--- src/design/bdc_pkg.sv ---
// ----------------------------------------------------------------------------
// bdc_pkg - shared types and constants for the de Casteljau curve evaluator
// Beat layouts, the per-cell control struct and fixed field widths.
// ----------------------------------------------------------------------------
package bdc_pkg;

   // Field widths fixed by the interface
   localparam int COORD_BITS = 24;
   localparam int T_BITS     = 17;
   localparam int T_SHIFT    = 16;
   localparam int IDX_BITS   = 3;
   localparam int NP_BITS    = 4;
   localparam int PROD_BITS  = COORD_BITS + 1 + T_BITS + 1;

   localparam logic [T_BITS-1:0]  T_ONE            = 17'h10000;
   localparam logic [NP_BITS-1:0] NUM_POINTS_RESET = 4'd4;

   // Item kinds
   localparam logic KIND_LOAD = 1'b0;
   localparam logic KIND_EVAL = 1'b1;

   // Register indexes
   localparam int REG_NUM_POINTS = 0;

   typedef logic signed [COORD_BITS-1:0] coord_type;

   typedef struct packed {
      logic                kind;
      logic [IDX_BITS-1:0] point_index;
      coord_type           point_x;
      coord_type           point_y;
      logic [T_BITS-1:0]   t_param;
   } req_type;

   typedef struct packed {
      coord_type curve_x;
      coord_type curve_y;
   } rsp_type;

   // Per-cell control from the sequencer
   typedef struct packed {
      logic load;   // store the incoming control point
      logic copy;   // working point <= control point
      logic mul;    // capture the lerp products
      logic add;    // working point <= lerp result
   } cell_ctrl_type;

endpackage

--- src/design/bdc_lerp.sv ---
// ----------------------------------------------------------------------------
// bdc_lerp - one-coordinate linear interpolation
// r = p + floor((q - p) * t / 65536), product registered before the add.
// ----------------------------------------------------------------------------
module bdc_lerp (
   input  logic                      clock,
   input  logic                      mul_en,
   input  bdc_pkg::coord_type        p,
   input  bdc_pkg::coord_type        q,
   input  logic [bdc_pkg::T_BITS-1:0] t,
   output bdc_pkg::coord_type        r
);
   import bdc_pkg::*;

   logic signed [COORD_BITS:0]  diff;
   logic signed [PROD_BITS-1:0] prod_in;
   logic signed [PROD_BITS-1:0] prod_ff;
   logic signed [PROD_BITS-1:0] prod_shr;

   // difference and product, t taken as a non-negative signed value
   assign diff    = {q[COORD_BITS-1], q} - {p[COORD_BITS-1], p};
   assign prod_in = diff * $signed({1'b0, t});

   always_ff @(posedge clock) begin
      if (mul_en) begin
         prod_ff <= prod_in;
      end
   end

   // floor by arithmetic shift; the convex result always fits the coordinate
   assign prod_shr = prod_ff >>> T_SHIFT;
   assign r        = p + prod_shr[COORD_BITS-1:0];

endmodule

--- src/design/bdc_cell.sv ---
// ----------------------------------------------------------------------------
// bdc_cell - one slot of the interpolation row
// Holds a control point and a working point; each level it blends its own
// working point with its right-hand neighbour's.
// ----------------------------------------------------------------------------
module bdc_cell (
   input  logic                      clock,
   input  bdc_pkg::cell_ctrl_type    ctrl,
   input  bdc_pkg::coord_type        load_x,
   input  bdc_pkg::coord_type        load_y,
   input  bdc_pkg::coord_type        next_x,
   input  bdc_pkg::coord_type        next_y,
   input  logic [bdc_pkg::T_BITS-1:0] t,
   output bdc_pkg::coord_type        work_x,
   output bdc_pkg::coord_type        work_y
);
   import bdc_pkg::*;

   coord_type ctrl_x_ff, ctrl_y_ff;
   coord_type work_x_ff, work_y_ff;
   coord_type lerp_x, lerp_y;

   bdc_lerp u_lerp_x (
      .clock  (clock),
      .mul_en (ctrl.mul),
      .p      (work_x_ff),
      .q      (next_x),
      .t      (t),
      .r      (lerp_x)
   );

   bdc_lerp u_lerp_y (
      .clock  (clock),
      .mul_en (ctrl.mul),
      .p      (work_y_ff),
      .q      (next_y),
      .t      (t),
      .r      (lerp_y)
   );

   // control point store, undefined until loaded
   always_ff @(posedge clock) begin
      if (ctrl.load) begin
         ctrl_x_ff <= load_x;
         ctrl_y_ff <= load_y;
      end
   end

   // working point: seeded from the control point, then one level per add
   always_ff @(posedge clock) begin
      if (ctrl.copy) begin
         work_x_ff <= ctrl_x_ff;
         work_y_ff <= ctrl_y_ff;
      end else if (ctrl.add) begin
         work_x_ff <= lerp_x;
         work_y_ff <= lerp_y;
      end
   end

   assign work_x = work_x_ff;
   assign work_y = work_y_ff;

endmodule

--- config.mk ---
export PLATFORM = sky130hd
export DESIGN_NAME = bdc_cell
export DESIGN_NICKNAME = d
export VERILOG_FILES = /design/src/design/bdc_pkg.sv /design/src/design/bdc_lerp.sv /design/src/design/bdc_cell.sv
export SDC_FILE = /design/constraint.sdc
export NUM_CORES = 2
export LEC_CHECK = 0
export BUFFER_PORTS_ARGS = -buffer_cell sky130_fd_sc_hd__buf_2
export CAP_MARGIN = 15
export CELL_PAD_IN_SITES_DETAIL_PLACEMENT = 0
export CELL_PAD_IN_SITES_GLOBAL_PLACEMENT = 2
export CORE_MARGIN = 5
export CORE_UTILIZATION = 36
export CTS_CLUSTER_SIZE = 10
export DETAILED_ROUTE_END_ITERATION = 12
export MAX_ROUTING_LAYER = met4
export PLACE_DENSITY = 0.81
export RECOVER_POWER = 50
export SLEW_MARGIN = 20
export SYNTH_ARGS = -nofsm -noshare
export SYNTH_HDL_FRONTEND = slang
export SYNTH_SLANG_ARGS = --single-unit
export TNS_END_PERCENT = 100
--- constraint.sdc ---
create_clock -name clock -period 9.7 [get_ports clock]
set_clock_uncertainty 0.2 [all_clocks]
set_input_delay 0.97 -clock clock [delete_from_list [all_inputs] [get_ports clock]]
set_output_delay 0.97 -clock clock [all_outputs]
set_load 0.03 [all_outputs]
==> run metrics <==
TritonCTS clock tree done; non-filler instance count after layout 5663; standard-cell row count 118; count of buffers inserted at the top-level ports 165; TritonRoute pass-1 iters 5; Worst Slack Setup Final 292.4 ps; DP Cell Count 5629; count of different cell masters after synthesis 67; largest family of logic cells by synthesized area adder cells; violated checks capacitance limit, slew limit; depth of the most critical reg-to-reg path 33; proportion of netlist area held by the largest area contributor 42.28%; later-pin clock latency in the skew report 480 ps; Synth warnings 0; worst-case headroom to the max-slew limit -126.5%; number of hold buffers added after cts 0; sequential cell area fraction in the yosys report 11.53%; complex-gate fraction of the synthesized area 6.092%; commonest non-fill, non-tap cells in the layout sky130_fd_sc_hd__inv_1 (1024), sky130_fd_sc_hd__fa_1 (792), sky130_fd_sc_hd__nand2_1 (497), sky130_fd_sc_hd__and2_1 (346), sky130_fd_sc_hd__ha_1 (282); placeable core area 103500 um^2; clock-pin slew of the registers on the worst-case setup and hold paths 70 ps; peak per-stage delay on the critical path 530 ps; share of post-route cells with drive strength above 1 9.439%; fraction of registers with async set/reset 0%; count of mapped cells out of synthesis 4038; largest net degree at the start of global routing 52; clock buffer depth 2; clock sink count 144; type of the worst setup path input pin to flip-flop; WL per Instance 17.45 um; Total Routed Length 98820 um; total clock buffers created by CTS 17; pin slew with the least headroom to its limit 3398 ps; highest net fanout along the worst path 6; most prevalent standard cell on the critical path sky130_fd_sc_hd__fa_1; area grow syn2layout 11.27%; full die area 110700 um^2; minimum setup slack after placement -221.3 ps; basic-gate share of the synthesized area counting and, or, nand and nor cells 15.06%; setup repair after global routing missed its margin yes; Design Area, Final 41730 um^2; Largest delay share family, worst path adder cells; global-route wire length before repair 160900 um; total placed instance area 41140 um^2; post-layout min period 9408 ps; estimated wirelength of the detail-placed design 80180 um; global-route total usage across every layer 18.97%; fraction of synthesized area in multiplexers 0.2569%; final setup violation count 0; library cell with the largest summed area after synthesis sky130_fd_sc_hd__fa_1; type of the most critical hold path flip-flop to flip-flop; Min Hold Slack 326.3 ps; stages on the worst setup path 34; total of max-cap violations 4; Adder-Cell Fraction of Synth Area 51.68%; Arrival @ worst endpoint 9430 ps; run status finished with violations; number of buffers and inverters on the critical path 6; via count of the first global-routing pass 28810; EDFF count, synth 144; initial cell density of the core 36.24%; Syn Nets 5230; number of antenna violations at the first check in global routing 4; number of nets with antenna violations after detailed routing 0; I/O pins 166; final hold violations 0; placer congestion estimate 0.8420; Top FF cell, synth sky130_fd_sc_hd__edfxtp_1; Syn Std Cell Area 37500 um^2; most common cell after layout, fill and taps aside sky130_fd_sc_hd__inv_1; required time of the critical path 9720 ps; upper clock frequency limit 0.1063 GHz; startpoint type of the worst setup path input pin; Root Buffer sky130_fd_sc_hd__clkbuf_16; Die X 332.8 um; floorplan die height 332.8 um; share of the clock period used by the worst path 96.99%; H-tree levels 4; DRT iter0 DRCs 1055; cell count of the worst hold path 2; Congestion Overflow GR 0; post-synthesis sequential element count 144; post-route DRC violation count 0; number of max-slew violations in the final report 198; crit path capture type flip-flop; area share of xor/xnor cells in the synthesized design 3.553%; Synth area leaders sky130_fd_sc_hd__fa_1 (42%), sky130_fd_sc_hd__edfxtp_1 (12%), sky130_fd_sc_hd__inv_1 (10%); number of vias per cell after detailed routing 4.701; highest-delay cell along the critical path sky130_fd_sc_hd__fa_1; post-synthesis average cell area 9.288 um^2; layout net count 5460; via count 26620
==> stage by stage <==
step	TNS (ps)	util [%]
finish	0	40.32
floorplan	0	-
detailed placement	-221.3	39.75
CTS	0	40.32
global placement	-118.0	39.75
global route	-27.78	40.32
==> worst min-delay path: stages (launching register included) <==
cell,delay (ps)
sky130_fd_sc_hd__edfxtp_1,320
sky130_fd_sc_hd__nand2_1,50
sky130_fd_sc_hd__o21ai_0,50
==> Yosys cell counts (all sizes together) (33+ instances only) <==
cell type	count
xor2	47
a21o	38
clkbuf	144
fa	792
a21oi	97
and2	346
nand2	497
nand2b	33
nor2b	77
xnor2	100
inv	1024
nor2	66
o21ai	92
ha	282
edfxtp	144
==> sequential cells by signal (all words and copies together), names as in the netlist <==
signal / cells
work_y: 24
work_x: 24
u_lerp_y.prod_ff: 24
ctrl_x_ff: 24
u_lerp_x.prod_ff: 24
ctrl_y_ff: 24
==> metal layers <==
metal | up-vias | track usage [%] | wire length, um
met3 | 68 | 1.520 | 2784
met2 | 399 | 31.18 | 48100
li1 | 12510 | - | -
met1 | 13650 | 26.20 | 46450
met5 | - | - | 0
met4 | 0 | 3.650 | 1489
==> worst paths after layout <==
path                            from                        endpoint  slack (ps)
max                        next_x[2]  u_lerp_x.prod_ff[39]$_DFFE_PP_         290
min          ctrl_x_ff[19]$_DFFE_PP_            work_x[19]$_DFFE_PP_         330
max reg2reg      work_x[1]$_DFFE_PP_  u_lerp_x.prod_ff[39]$_DFFE_PP_         320
min reg2reg  ctrl_x_ff[19]$_DFFE_PP_            work_x[19]$_DFFE_PP_         330
==> timing repair <==
| item | CTS | global route |
|---|---|---|
| endpoints found under the hold margin | 0 | 0 |
| gates resized for setup | 0 | 6 |
| endpoints found under the setup margin | 0 | 4 |
| setup buffers | 0 | 0 |
==> logic make-up after synthesis <==
| kind of cell | count (synthesis) |
|---|---|
| fa+ha+maj | 1074 |
| simple gates | 1130 |
| xor+xnor | 149 |
| compound gates | 357 |
| flops | 144 |
| buf+inv | 1175 |
| mux | 9 |
==> cell type report <==
cell class	count	area (um^2)
diodes	3	7.507
clock buffers	19	432.9
clock inverters	12	161.4
fillers	10420	61770
inverters	1024	3844
multi-input cells	2719	28790
flip-flops and latches	144	4324
well taps	1380	1727
repair buffers	362	2446
Power is left out: the tool's default activity adds up to more than one toggle a clock period on the data nets, which glitch-free logic cannot reach.
